File: config.mk
export PLATFORM = sky130hd
export DESIGN_NAME = rgb565_to_text_attribute_unit
export DESIGN_NICKNAME = d
export VERILOG_FILES = /design/src/rtl/rtaa_pkg.sv /design/src/rtl/rgb565_to_text_attribute_unit.sv /design/src/rtl/rtaa_compare.sv /design/src/rtl/rtaa_classify.sv /design/src/rtl/rtaa_encode.sv
export SDC_FILE = /design/constraint.sdc
export NUM_CORES = 1
export LEC_CHECK = 0
export BUFFER_PORTS_ARGS = -buffer_cell sky130_fd_sc_hd__buf_2
export CORE_AREA = 2 2 103 85
export DETAILED_ROUTE_END_ITERATION = 6
export DIE_AREA = 0 0 105 87
export PLACE_DENSITY_LB_ADDON = 0.25
export SYNTH_ARGS = -nofsm -noshare
export SYNTH_HDL_FRONTEND = slang
export SYNTH_HIERARCHICAL = 1
export SYNTH_SLANG_ARGS = --single-unit
export TNS_END_PERCENT = 5
File: constraint.sdc
create_clock -name clk -period 3 [get_ports clk]
set_input_delay 0.3 -clock clk [delete_from_list [all_inputs] [get_ports clk]]
set_output_delay 0.3 -clock clk [all_outputs]
set_load 0.02 [all_outputs]
File: src/rtl/rtaa_pkg.sv
// Shared types, codes and constants for the RGB565 to text attribute unit.
// No dependencies; every other file in rtl imports this package.
package rtaa_pkg;

    localparam int unsigned ChanW  = 8;
    localparam int unsigned LevelW = 3;

    typedef struct packed {
        logic [7:0]  entry_index;
        logic [15:0] palette_word;
    } item_t;

    typedef struct packed {
        logic [7:0] result_index;
        logic [3:0] text_pair;
        logic       bold_flag;
        logic [6:0] fill_char;
    } result_t;

    typedef enum logic [3:0] {
        HUE_BLACK,
        HUE_RED,
        HUE_GREEN,
        HUE_BLUE,
        HUE_YELLOW,
        HUE_BROWN,
        HUE_MAGENTA,
        HUE_CYAN,
        HUE_WHITE,
        HUE_OTHER
    } hue_t;

    localparam logic [6:0] CH_SPACE = 7'h20;
    localparam logic [6:0] CH_DOT   = 7'h2E;
    localparam logic [6:0] CH_PLUS  = 7'h2B;
    localparam logic [6:0] CH_PCT   = 7'h25;
    localparam logic [6:0] CH_AT    = 7'h40;
    localparam logic [6:0] CH_DOLLAR = 7'h24;
    localparam logic [6:0] CH_HASH  = 7'h23;

    // Expanded channels, per-channel low flags and the channel-pair relations they imply.
    typedef struct packed {
        logic [7:0]        entry_index;
        logic [ChanW-1:0]  r;
        logic [ChanW-1:0]  g;
        logic [ChanW-1:0]  b;
        logic              r_lt85;
        logic              g_lt85;
        logic              b_lt85;
        logic              rg_lt32;
        logic              rg_lt48;
        logic              rg_lt100;
        logic              rb_lt48;
        logic              rb_lt64;
        logic              gb_lt48;
        logic              gb_lt64;
        logic              rb_gt64;
        logic              rg_gt64;
        logic              br_gt64;
    } cmp_t;

    // Chosen hue, brightness level within it, and fallback attributes.
    typedef struct packed {
        logic [7:0]        entry_index;
        hue_t              hue;
        logic [LevelW-1:0] level;
        logic [2:0]        fb_pair;
        logic              fb_bold;
    } cls_t;

endpackage

File: src/rtl/rgb565_to_text_attribute_unit.sv
// Top level of the RGB565 to text attribute unit: three-stage pipeline.
// Depends on rtaa_pkg, rtaa_compare, rtaa_classify and rtaa_encode.
//
// Each transaction is one palette word with its entry number, taken at a clock
// edge where start is high. The unit takes one transaction every clock and
// busy stays low; the result is on result with done high for one cycle, in the
// order the words came in, after passing the three register stages (channel
// compare, hue select, attribute encode). There is no output buffering: the
// receiver must take each result in the cycle that done marks it.
module rgb565_to_text_attribute_unit (
    input  logic              clk,
    input  logic              rst_n,
    input  logic              start,
    output logic              busy,
    input  rtaa_pkg::item_t   item,
    output logic              done,
    output rtaa_pkg::result_t result
);
    import rtaa_pkg::*;

    logic  accept;
    logic  cmp_valid;
    cmp_t  cmp;
    logic  cls_valid;
    cls_t  cls;

    assign busy   = 1'b0;
    assign accept = start && !busy;

    rtaa_compare u_compare (
        .clk       (clk),
        .rst_n     (rst_n),
        .in_valid  (accept),
        .item      (item),
        .out_valid (cmp_valid),
        .stage     (cmp)
    );

    rtaa_classify u_classify (
        .clk       (clk),
        .rst_n     (rst_n),
        .in_valid  (cmp_valid),
        .cmp       (cmp),
        .out_valid (cls_valid),
        .stage     (cls)
    );

    rtaa_encode u_encode (
        .clk       (clk),
        .rst_n     (rst_n),
        .in_valid  (cls_valid),
        .cls       (cls),
        .out_valid (done),
        .result    (result)
    );

    a_latency: assert property (@(posedge clk) disable iff (!rst_n)
        accept |-> ##3 done)
        else $error("accepted transaction did not complete in three cycles");

    a_no_spurious: assert property (@(posedge clk) disable iff (!rst_n)
        done |-> $past(accept, 3))
        else $error("result without a matching transaction");

    a_index_echo: assert property (@(posedge clk) disable iff (!rst_n)
        done |-> result.result_index == $past(item.entry_index, 3))
        else $error("result index does not match its transaction");

    a_bold_char: assert property (@(posedge clk) disable iff (!rst_n)
        done && result.bold_flag |-> result.fill_char != CH_SPACE
                                  && result.fill_char != CH_DOT)
        else $error("bold result with blank fill character");

endmodule

File: src/rtl/rtaa_compare.sv
// Stage one: expand RGB565 to 8-bit channels and register pairwise relations.
// Depends on rtaa_pkg.
module rtaa_compare (
    input  logic             clk,
    input  logic             rst_n,
    input  logic             in_valid,
    input  rtaa_pkg::item_t  item,
    output logic             out_valid,
    output rtaa_pkg::cmp_t   stage
);
    import rtaa_pkg::*;

    logic              valid_reg;
    logic              valid_next;
    cmp_t              stage_reg;
    cmp_t              stage_next;
    logic [ChanW-1:0]  r;
    logic [ChanW-1:0]  g;
    logic [ChanW-1:0]  b;
    logic signed [8:0] d_rg;
    logic signed [8:0] d_rb;
    logic signed [8:0] d_gb;

    always_comb
    begin
        r = {item.palette_word[15:11], 3'b000};
        g = {item.palette_word[10:5], 2'b00};
        b = {item.palette_word[4:0], 3'b000};
        d_rg = $signed({1'b0, r}) - $signed({1'b0, g});
        d_rb = $signed({1'b0, r}) - $signed({1'b0, b});
        d_gb = $signed({1'b0, g}) - $signed({1'b0, b});

        stage_next.entry_index = item.entry_index;
        stage_next.r        = r;
        stage_next.g        = g;
        stage_next.b        = b;
        stage_next.r_lt85   = r < 8'd85;
        stage_next.g_lt85   = g < 8'd85;
        stage_next.b_lt85   = b < 8'd85;
        stage_next.rg_lt32  = (d_rg < 9'sd32) && (d_rg > -9'sd32);
        stage_next.rg_lt48  = (d_rg < 9'sd48) && (d_rg > -9'sd48);
        stage_next.rg_lt100 = (d_rg < 9'sd100) && (d_rg > -9'sd100);
        stage_next.rb_lt48  = (d_rb < 9'sd48) && (d_rb > -9'sd48);
        stage_next.rb_lt64  = (d_rb < 9'sd64) && (d_rb > -9'sd64);
        stage_next.gb_lt48  = (d_gb < 9'sd48) && (d_gb > -9'sd48);
        stage_next.gb_lt64  = (d_gb < 9'sd64) && (d_gb > -9'sd64);
        stage_next.rb_gt64  = d_rb > 9'sd64;
        stage_next.rg_gt64  = d_rg > 9'sd64;
        stage_next.br_gt64  = d_rb < -9'sd64;
        valid_next = in_valid;
    end

    always_ff @(posedge clk or negedge rst_n)
    begin
        if (!rst_n)
        begin
            valid_reg <= 1'b0;
        end
        else
        begin
            valid_reg <= valid_next;
        end
    end

    always_ff @(posedge clk)
    begin
        if (in_valid)
        begin
            stage_reg <= stage_next;
        end
    end

    assign out_valid = valid_reg;
    assign stage     = stage_reg;

endmodule

File: src/rtl/rtaa_classify.sv
// Stage two: pick the first matching hue and the brightness level within it.
// Depends on rtaa_pkg.
module rtaa_classify (
    input  logic            clk,
    input  logic            rst_n,
    input  logic            in_valid,
    input  rtaa_pkg::cmp_t  cmp,
    output logic            out_valid,
    output rtaa_pkg::cls_t  stage
);
    import rtaa_pkg::*;

    logic  valid_reg;
    logic  valid_next;
    cls_t  stage_reg;
    cls_t  stage_next;
    hue_t  hue;

    always_comb
    begin
        if (cmp.r_lt85 && cmp.g_lt85 && cmp.b_lt85)
            hue = HUE_BLACK;
        else if (cmp.g_lt85 && cmp.b_lt85)
            hue = HUE_RED;
        else if (cmp.r_lt85 && cmp.b_lt85)
            hue = HUE_GREEN;
        else if (cmp.r_lt85 && cmp.g_lt85)
            hue = HUE_BLUE;
        else if (cmp.rg_lt32 && cmp.rb_gt64)
            hue = HUE_YELLOW;
        else if (cmp.rg_lt100 && cmp.rb_gt64)
            hue = HUE_BROWN;
        else if (cmp.rb_lt64 && cmp.rg_gt64)
            hue = HUE_MAGENTA;
        else if (cmp.gb_lt64 && cmp.br_gt64)
            hue = HUE_CYAN;
        else if (cmp.rg_lt48 && cmp.rb_lt48 && cmp.gb_lt48)
            hue = HUE_WHITE;
        else
            hue = HUE_OTHER;

        stage_next.entry_index = cmp.entry_index;
        stage_next.hue         = hue;
        stage_next.fb_pair     = {cmp.r > 8'd64, cmp.g > 8'd64, cmp.b > 8'd64};
        stage_next.fb_bold     = (cmp.r > 8'd128) || (cmp.g > 8'd128) || (cmp.b > 8'd128);

        // Count thresholds passed on the deciding channel.
        unique case (hue)
            HUE_BLACK:
                stage_next.level = LevelW'(cmp.r >= 8'd64);
            HUE_RED:
                stage_next.level = LevelW'(cmp.r >= 8'd120) + LevelW'(cmp.r >= 8'd160)
                                 + LevelW'(cmp.r >= 8'd200);
            HUE_GREEN:
                stage_next.level = LevelW'(cmp.g >= 8'd120) + LevelW'(cmp.g >= 8'd160)
                                 + LevelW'(cmp.g >= 8'd200);
            HUE_BLUE:
                stage_next.level = LevelW'(cmp.b >= 8'd120) + LevelW'(cmp.b >= 8'd160)
                                 + LevelW'(cmp.b >= 8'd192);
            HUE_YELLOW:
                stage_next.level = LevelW'(cmp.r >= 8'd64) + LevelW'(cmp.r >= 8'd128)
                                 + LevelW'(cmp.r >= 8'd200);
            HUE_BROWN:
                stage_next.level = LevelW'(cmp.r >= 8'd100) + LevelW'(cmp.r >= 8'd192)
                                 + LevelW'(cmp.r >= 8'd220);
            HUE_MAGENTA:
                stage_next.level = LevelW'(cmp.r >= 8'd64) + LevelW'(cmp.r >= 8'd128);
            HUE_CYAN:
                stage_next.level = LevelW'(cmp.b >= 8'd64) + LevelW'(cmp.b >= 8'd128);
            HUE_WHITE:
                stage_next.level = LevelW'(cmp.r >= 8'd92) + LevelW'(cmp.r >= 8'd120)
                                 + LevelW'(cmp.r >= 8'd150) + LevelW'(cmp.r >= 8'd200);
            default:
                stage_next.level = '0;
        endcase
        valid_next = in_valid;
    end

    always_ff @(posedge clk or negedge rst_n)
    begin
        if (!rst_n)
        begin
            valid_reg <= 1'b0;
        end
        else
        begin
            valid_reg <= valid_next;
        end
    end

    always_ff @(posedge clk)
    begin
        if (in_valid)
        begin
            stage_reg <= stage_next;
        end
    end

    assign out_valid = valid_reg;
    assign stage     = stage_reg;

endmodule

File: src/rtl/rtaa_encode.sv
// Stage three: map hue and level to color pair, bold flag and fill character.
// Depends on rtaa_pkg.
module rtaa_encode (
    input  logic              clk,
    input  logic              rst_n,
    input  logic              in_valid,
    input  rtaa_pkg::cls_t    cls,
    output logic              out_valid,
    output rtaa_pkg::result_t result
);
    import rtaa_pkg::*;

    logic     valid_reg;
    logic     valid_next;
    result_t  result_reg;
    result_t  result_next;
    logic [3:0] pair;
    logic       bold;
    logic [6:0] fill;

    always_comb
    begin
        pair = 4'd0;
        bold = 1'b0;
        fill = CH_SPACE;
        unique case (cls.hue) inside
            HUE_BLACK:
            begin
                if (cls.level != '0)
                begin
                    pair = 4'd8;
                    fill = CH_DOT;
                end
            end
            HUE_RED, HUE_GREEN, HUE_BLUE:
            begin
                pair = (cls.hue == HUE_RED) ? 4'd4 : (cls.hue == HUE_GREEN) ? 4'd2 : 4'd1;
                case (cls.level)
                    3'd0:    fill = CH_PLUS;
                    3'd1:    begin bold = 1'b1; fill = CH_PCT; end
                    3'd2:    begin bold = 1'b1; fill = CH_AT; end
                    default: pair = pair | 4'd8;
                endcase
            end
            HUE_YELLOW, HUE_BROWN:
            begin
                pair = 4'd6;
                case (cls.level)
                    3'd0:    fill = CH_PLUS;
                    3'd1:    pair = 4'd14;
                    3'd2:    begin bold = 1'b1; fill = CH_DOLLAR; end
                    default: begin bold = 1'b1; fill = CH_AT; end
                endcase
            end
            HUE_MAGENTA, HUE_CYAN:
            begin
                pair = (cls.hue == HUE_MAGENTA) ? 4'd4 : 4'd3;
                case (cls.level)
                    3'd0:    fill = CH_PLUS;
                    3'd1:    begin bold = 1'b1; fill = CH_AT; end
                    default: pair = (cls.hue == HUE_MAGENTA) ? 4'd13 : 4'd11;
                endcase
            end
            HUE_WHITE:
            begin
                case (cls.level)
                    3'd0:    begin bold = 1'b1; fill = CH_PLUS; end
                    3'd1:    begin bold = 1'b1; fill = CH_DOLLAR; end
                    3'd2:    begin pair = 4'd7; fill = CH_PLUS; end
                    3'd3:    begin pair = 4'd7; bold = 1'b1; fill = CH_AT; end
                    default: pair = 4'd15;
                endcase
            end
            default:
            begin
                pair = {1'b0, cls.fb_pair};
                bold = cls.fb_bold;
                fill = CH_HASH;
            end
        endcase
        result_next.result_index = cls.entry_index;
        result_next.text_pair    = pair;
        result_next.bold_flag    = bold;
        result_next.fill_char    = fill;
        valid_next = in_valid;
    end

    always_ff @(posedge clk or negedge rst_n)
    begin
        if (!rst_n)
        begin
            valid_reg <= 1'b0;
        end
        else
        begin
            valid_reg <= valid_next;
        end
    end

    always_ff @(posedge clk)
    begin
        if (in_valid)
        begin
            result_reg <= result_next;
        end
    end

    assign out_valid = valid_reg;
    assign result    = result_reg;

endmodule

==> results.yml, run 1 <==
run_status:
  status: "completed"
synth:
  synth_top_family_by_area: "compound AO/OA/AOI/OAI gates"
  yosysTopAreaCell: "edfxtp_1"
  postSynthCellCount: 413
  ys_warn_count: 6
  yosys.cell_types.count: 75
  synth_ff_type: "edfxtp_1"
  synth_mux_area_share_pct: 2.258
  synth_xor_area_share_pct: 2.045
  synth_area_leaders: "edfxtp_1, ha_1, fa_1"
  synth-compound-area-share_pct: 18.49
  synth_common_cells: "edfxtp_1, inv_1, nor2_1"
  synthAdderAreaFrac_pct: 9.270
  synth-seq-cells: 78
  synth-edff-count: 75
  synth_most_common_cell: "edfxtp_1"
  netlist_area_um2: 4711
  synth-simple-area-share_pct: 12.46
  synthArstFlopShare_pct: 3.846
  yosysSeqAreaShare_pct: 49.40
  postSynthAreaPerCell_um2: 11.41
  synth.top_cell.area_share_pct: 47.81
timing:
  worst_slack_ns: 0.2538
  holdWs_ns: 0.1156
  fin_crit_sh_pct: 91.54
  hold_violations: 0
  rsz0062_at_grt: "false"
  slew_headroom_pct: 44.76
  finalSetupViolCount: 0
  fin_crit_ns: 2.746
  fmax_mhz: 364.1
  tightest_slew_ns: 0.8286
  drv_slew: 0
  tns_ns: 0
  finalClockSkew_ns: 0.009585
setup_path:
  endpoint: "u_classify/stage[5]"
  crit_arrival_ns: 2.85
  worstSetupStartpoint: "u_compare/stage[35]"
  r2r_cells: 10
  regToRegStartpoint: "u_compare/stage[35]"
  crit_fanout: 9
  path_class: "flip-flop to flip-flop"
  rrSetupSlack_ns: 0.25
  crit_required_ns: 3.10
  cp-end-kind: "flip-flop"
  startpoint_type: "flip-flop"
  r2r_end: "u_classify/stage[5]"
flow_run:
  maxCapViolations: 0
finish:
  drive_above_1_share_pct: 17.47
  antenna_cells: 0
  layout.nets: 509
  fillerInstances: 673
  areaGrowthSynthToFinish_pct: 9.243
  largest_reg_flops: 37
  instances_no_fill: 570
clocking:
  h-tree-depth: 3
  cts_setup_buffers: 0
  cts_tree: "done"
  clkLatencyLatePin_ns: 0.35
  numCtsBuffers: 9
  cts_buffer_depth: 2
  clock_sinks: 78
  clk_pin_slew_ns: 0.09
  cts_root_buffer: "clkbuf_8"
detailed_routing:
  wirelength_mm: 9.349
  viasPerCell: 5.891
  ant_nets: 0
  drc: 0
  vias: 3358
  first_pass_iters: 5
  drt_iter0_markers: 182
  drt-wirelength-per-cell_um: 16.40
global_routing:
  grt_pass1_vias: 3212
  grt_start_max_net_pins: 39
  grt.overflow.total: 0
  grt_pass1_wl_mm: 15.50
  grt_usage_pct: 21.56
  antenna_found_initial: 0
power:
  peakVddDrop_mv: 0.2891
  p_per_area_nw_per_um2: 577.6
  p_leak_nw: 2.008
placed_design:
  dpl.cell_count: 553
  io_buffers: 46
  place_congestion: 0.9439
  place_ws_ns: 0.3115
  hpwl_mm: 6.791
die:
  start_util_pct: 57.57
  die_w_um: 105
  core_area_um2: 8183
  core.rowCount: 30
  die_h_um: 87
  ios: 49
  dieArea_um2: 9135
min_path:
  min_path_type: "primary input to flip-flop"
-- layout make-up --
class                   instances  area [um^2]  share of cell area (%)
flip-flops and latches         78         2327                   45.22
multi-input cells             290         2135                   41.48
repair buffers                 49        255.2                   4.960
well taps                     112        140.1                   2.723
clock buffers                   9        123.9                   2.407
inverters                      25        93.84                   1.823
clock inverters                 7        71.32                   1.386
-- stage by stage --
step | power [W] | cell area (um^2) | util (%)
floorplan | 0.002041 | 4737 | -
global placement | 0.002193 | 4941 | 60.38
detailed placement | 0.002223 | 4941 | 60.38
CTS | 0.002979 | 5146 | 62.89
global route | 0.003150 | 5146 | 62.89
finish | 0.002972 | 5146 | 62.89
-- power breakdown --
group,internal (W),total [W],switching [W]
logic,0.000315,0.000741,0.000427
registers,0.00135,0.00147,0.000127
clock network,0.000328,0.000757,0.000429
-- repair_timing --
item,4_1_cts,5_1_grt
endpoints found under the hold margin,3,0
gates resized for setup,0,0
hold buffers,1,0
-- worst min-delay path by stage --
stage               startpoint              endpoint  slack, ns  depth (start not counted)
CTS                   item[22]   u_compare/stage[43]       0.10                          1
finish                item[21]   u_compare/stage[42]       0.12                          1
detailed placement       rst_n    u_encode/out_valid        0.1                          1
global route          item[22]   u_compare/stage[43]       0.09                          1
global placement         rst_n    u_encode/out_valid       0.09                          1
floorplan                rst_n  u_classify/out_valid      0.004                          0
-- logic make-up (layout without fill, tap and decap cells) --
family          after synthesis  count (layout)
xor+xnor                     11              11
compound gates              119             119
mux                          10              10
other cells                   3              10
buf+inv                      52              90
fa+ha+maj                    30              30
simple gates                110             110
flops                        78              78
-- metal layers --
| metal | GRT usage [%] | vias to the layer above | part of all wire, % |
|---|---|---|---|
| li1 | - | 1630 | - |
| met1 | 28.85 | 1610 | 44 |
| met2 | 36.78 | 110 | 49 |
| met3 | 4.488 | 8 | 5.6 |
| met4 | 4.727 | 0 | 0.72 |
| met5 | 0 | - | 0 |
-- cell usage in the layout (no fill, tap or decap), drive strengths merged, types with 7 or more instances in the layout --
cell / count
edfxtp: 75
buf: 48
inv: 31
o21ai: 24
nor2: 23
ha: 21
a21oi: 20
nand2: 18
conb: 10
nor3: 10
clkbuf: 9
a21o: 9
nand3: 8
nor2b: 8
mux2i: 8
nand2b: 8
fa: 8
or3: 7
-- critical path, cell delays in order (launching register included) --
cell,delay [ns]
edfxtp_1,0.49
and2_1,0.22
o31a_1,0.19
inv_1,0.09
fa_1,0.50
inv_1,0.04
ha_1,0.20
ha_1,0.28
mux2i_1,0.14
nor4_1,0.06
a211o_1,0.29
Power figures use the tool's default switching activity.
==> run 2, diff against run 1 <==
--- a/config.mk
+++ b/config.mk
@@ -5,10 +5,12 @@
 export SDC_FILE = /design/constraint.sdc
 export NUM_CORES = 1
 export LEC_CHECK = 0
+export ABC_AREA = 1
 export BUFFER_PORTS_ARGS = -buffer_cell sky130_fd_sc_hd__buf_2
 export CORE_AREA = 2 2 103 85
 export DETAILED_ROUTE_END_ITERATION = 6
 export DIE_AREA = 0 0 105 87
+export GPL_ROUTABILITY_DRIVEN = 1
 export PLACE_DENSITY_LB_ADDON = 0.25
 export SYNTH_ARGS = -nofsm -noshare
 export SYNTH_HDL_FRONTEND = slang
==> run 2 against run 1 <==
  * Cell count up 18%
  * Clock-buffer cell count up 2
  * Clock power up 6.7%
  * Die area unchanged
  * Critical path depth up 1
  * Worst hold slack better by 0.020 ns
  * Sequential share of layout area down 0.63 points
  * Power down 1.8%
  * Global-route usage down 0.17 points
  * First-iteration DRC count down 2.2%
  * Sequential cell count unchanged
  * Synthesized cell count up 21%
  * Critical path type unchanged
  * Critical endpoint unchanged
==> results.yml, run 2 <==
run_status:
  status: "completed"
timing:
  holdWs_ns: 0.1352
  rsz0062_at_grt: "false"
  slew_headroom_pct: 45.83
  finalClockSkew_ns: 0.007211
  drv_slew: 0
  tns_ns: 0
  fmax_mhz: 392.3
  tightest_slew_ns: 0.8125
  fin_crit_ns: 2.549
  fin_crit_sh_pct: 84.96
  finalSetupViolCount: 0
  hold_violations: 0
  worst_slack_ns: 0.4512
finish:
  fillerInstances: 680
  final_cell_area_um2: 5219
  layout_commonest_cell: "nand2_1"
  areaGrowthSynthToFinish_pct: 11.11
  layout.nets: 610
  final_cell_mix: "nand2_1, edfxtp_1, inv_1"
  antenna_cells: 0
  largest_reg_flops: 37
  drive_above_1_share_pct: 17.89
synth:
  netlist_area_um2: 4697
  postSynthCellCount: 501
  synth.top_cell.area_share_pct: 47.95
  synth-seq-cells: 78
  synth_ff_type: "edfxtp_1"
  ys_warn_count: 6
  synthArstFlopShare_pct: 3.846
  synth_common_cells: "nand2_1, edfxtp_1, inv_1"
  synth_area_leaders: "edfxtp_1, nand2_1, ha_1"
  yosysSeqAreaShare_pct: 49.55
  yosysTopAreaCell: "edfxtp_1"
  yosys.cell_types.count: 44
  synth-edff-count: 75
  postSynthAreaPerCell_um2: 9.375
  synth_most_common_cell: "nand2_1"
setup_path:
  cp-end-kind: "flip-flop"
  crit_required_ns: 3.09
  crit_fanout: 5
  cpPeakStageDelay_ns: 0.57
  startpoint_type: "flip-flop"
  crit_arrival_ns: 2.64
  critPathSlowestCell: "fa_1"
  path_cells: "inv_1 > nor3_1 > a21oi_1 > fa_1 > inv_1 > ha_1 > ha_1 > nand4_1 > nand2_1 > nor2_1 > nand2_1"
  path_class: "flip-flop to flip-flop"
power:
  p_leak_nw: 2.390
  peakVddDrop_mv: 0.3137
  p_per_area_nw_per_um2: 559.5
detailed_routing:
  vias: 3602
  wl_met3_um: 431
  first_pass_iters: 5
  ant_nets: 0
  routed.top_layer: "met4"
  drc: 0
  route.met2.wl_mm: 4.599
  viasPerCell: 5.368
  wirelength_mm: 9.208
  drt-met1-wl_mm: 3.916
  drt_iter0_markers: 178
  drt-wirelength-per-cell_um: 13.72
die:
  dieArea_um2: 9135
  ios: 49
  start_util_pct: 57.40
  core.rowCount: 30
  die_w_um: 105
  core_area_um2: 8183
  die_h_um: 87
clocking:
  clock_sinks: 78
  cts_tree: "done"
  numCtsBuffers: 9
  h-tree-depth: 3
  clk_pin_slew_ns: 0.08
  cts_setup_buffers: 0
  cts_root_buffer: "clkbuf_8"
  clkLatencyLatePin_ns: 0.33
  cts.repair.resized: 0
  cts_buffer_depth: 2
min_path:
  min_path_type: "primary input to flip-flop"
global_routing:
  grt_usage_pct: 21.39
  grt.overflow.total: 0
  antenna_found_initial: 0
  grt_pass1_wl_mm: 15.47
  grt_start_max_net_pins: 39
  grt_pass1_vias: 3486
placed_design:
  hpwl_mm: 7.096
  io_buffers: 46
  place_area_um2: 5004
  place_ws_ns: 0.4754
  place_congestion: 0.9002
flow_run:
  maxCapViolations: 0
-- run 2: changes by cell type in the layout (fill, tap and decap cells not counted), sizes merged, moves of 8 or more --
cell,change
inv,+42
mux2i,-8
nand2,+97
nand2b,-8
nand3,+27
nand4,+13
nor2,+38
nor2b,-8
-- run 2: cells by family after synthesis --
| group | Yosys count | share of synthesized area, % |
|---|---|---|
| buffers and inverters | 82 | 7.512 |
| and+or+nand+nor | 249 | 25.49 |
| DFF | 78 | 49.55 |
| xor gates and xnor gates | 6 | 1.119 |
| other | 3 | 0.2397 |
| AOI/OAI and AO/OA | 54 | 7.086 |
| adders and majority gates | 29 | 9.004 |
-- run 2: layout make-up --
cell class	count	area (um^2)	share of cell area, %
sequential	78	2327	44.59
multi-input combinational	348	2043	39.15
inverter	70	262.8	5.035
timing repair buffer	47	240.2	4.603
clock buffer	11	141.4	2.709
tap	112	140.1	2.685
clock inverter	5	63.81	1.223
-- run 2: report_power, final --
| group | internal, W | total [W] | switching (W) |
|---|---|---|---|
| clock | 0.000417 | 0.000808 | 0.000391 |
| sequential | 0.00134 | 0.00142 | 0.0000760 |
| combinational | 0.000235 | 0.000694 | 0.000459 |
-- run 2: path summary, 6_finish.rpt --
check | from | endpoint | slack [ns] | cells past startpoint
max | u_compare/stage[34] | u_classify/stage[5] | 0.45 | 11
min | item[18] | u_compare/stage[39] | 0.14 | 1
max reg2reg | u_compare/stage[34] | u_classify/stage[5] | 0.45 | 11
min reg2reg | u_compare/stage[43] | u_classify/stage[17] | 0.42 | 0
max in group asynchronous | rst_n | u_compare/out_valid | 2.60 | 2
min in group asynchronous | rst_n | u_classify/out_valid | 0.29 | 2
-- run 2: per-stage QoR --
stage	total power, W	utilization [%]	std cells
6_report	0.002920	63.78	671
5_1_grt	0.003081	63.78	671
4_1_cts	0.002936	63.78	671
3_5_place_dp	0.002127	61.15	654
3_3_place_gp	0.002095	61.15	654
2_1_floorplan	0.001945	-	508
-- run 2: layer usage --
layer	vias up	track usage (%)
met5	-	0
met4	0	9.576
met3	24	3.216
met2	126	38.72
met1	1662	25.60
li1	1790	-
-- run 2: repair_timing --
item                                    in CTS  in global routing
endpoints found under the setup margin       0                  0
hold buffers                                 1                  0
endpoints found under the hold margin        3                  0
-- run 2: critical path, delay by kind of cell (launching register included) --
kind | cells | cell delay [ns]
flops | 1 | 0.40
compound gates | 1 | 0.20
fa+ha+maj | 3 | 1.04
simple gates | 5 | 0.56
buf+inv | 2 | 0.12
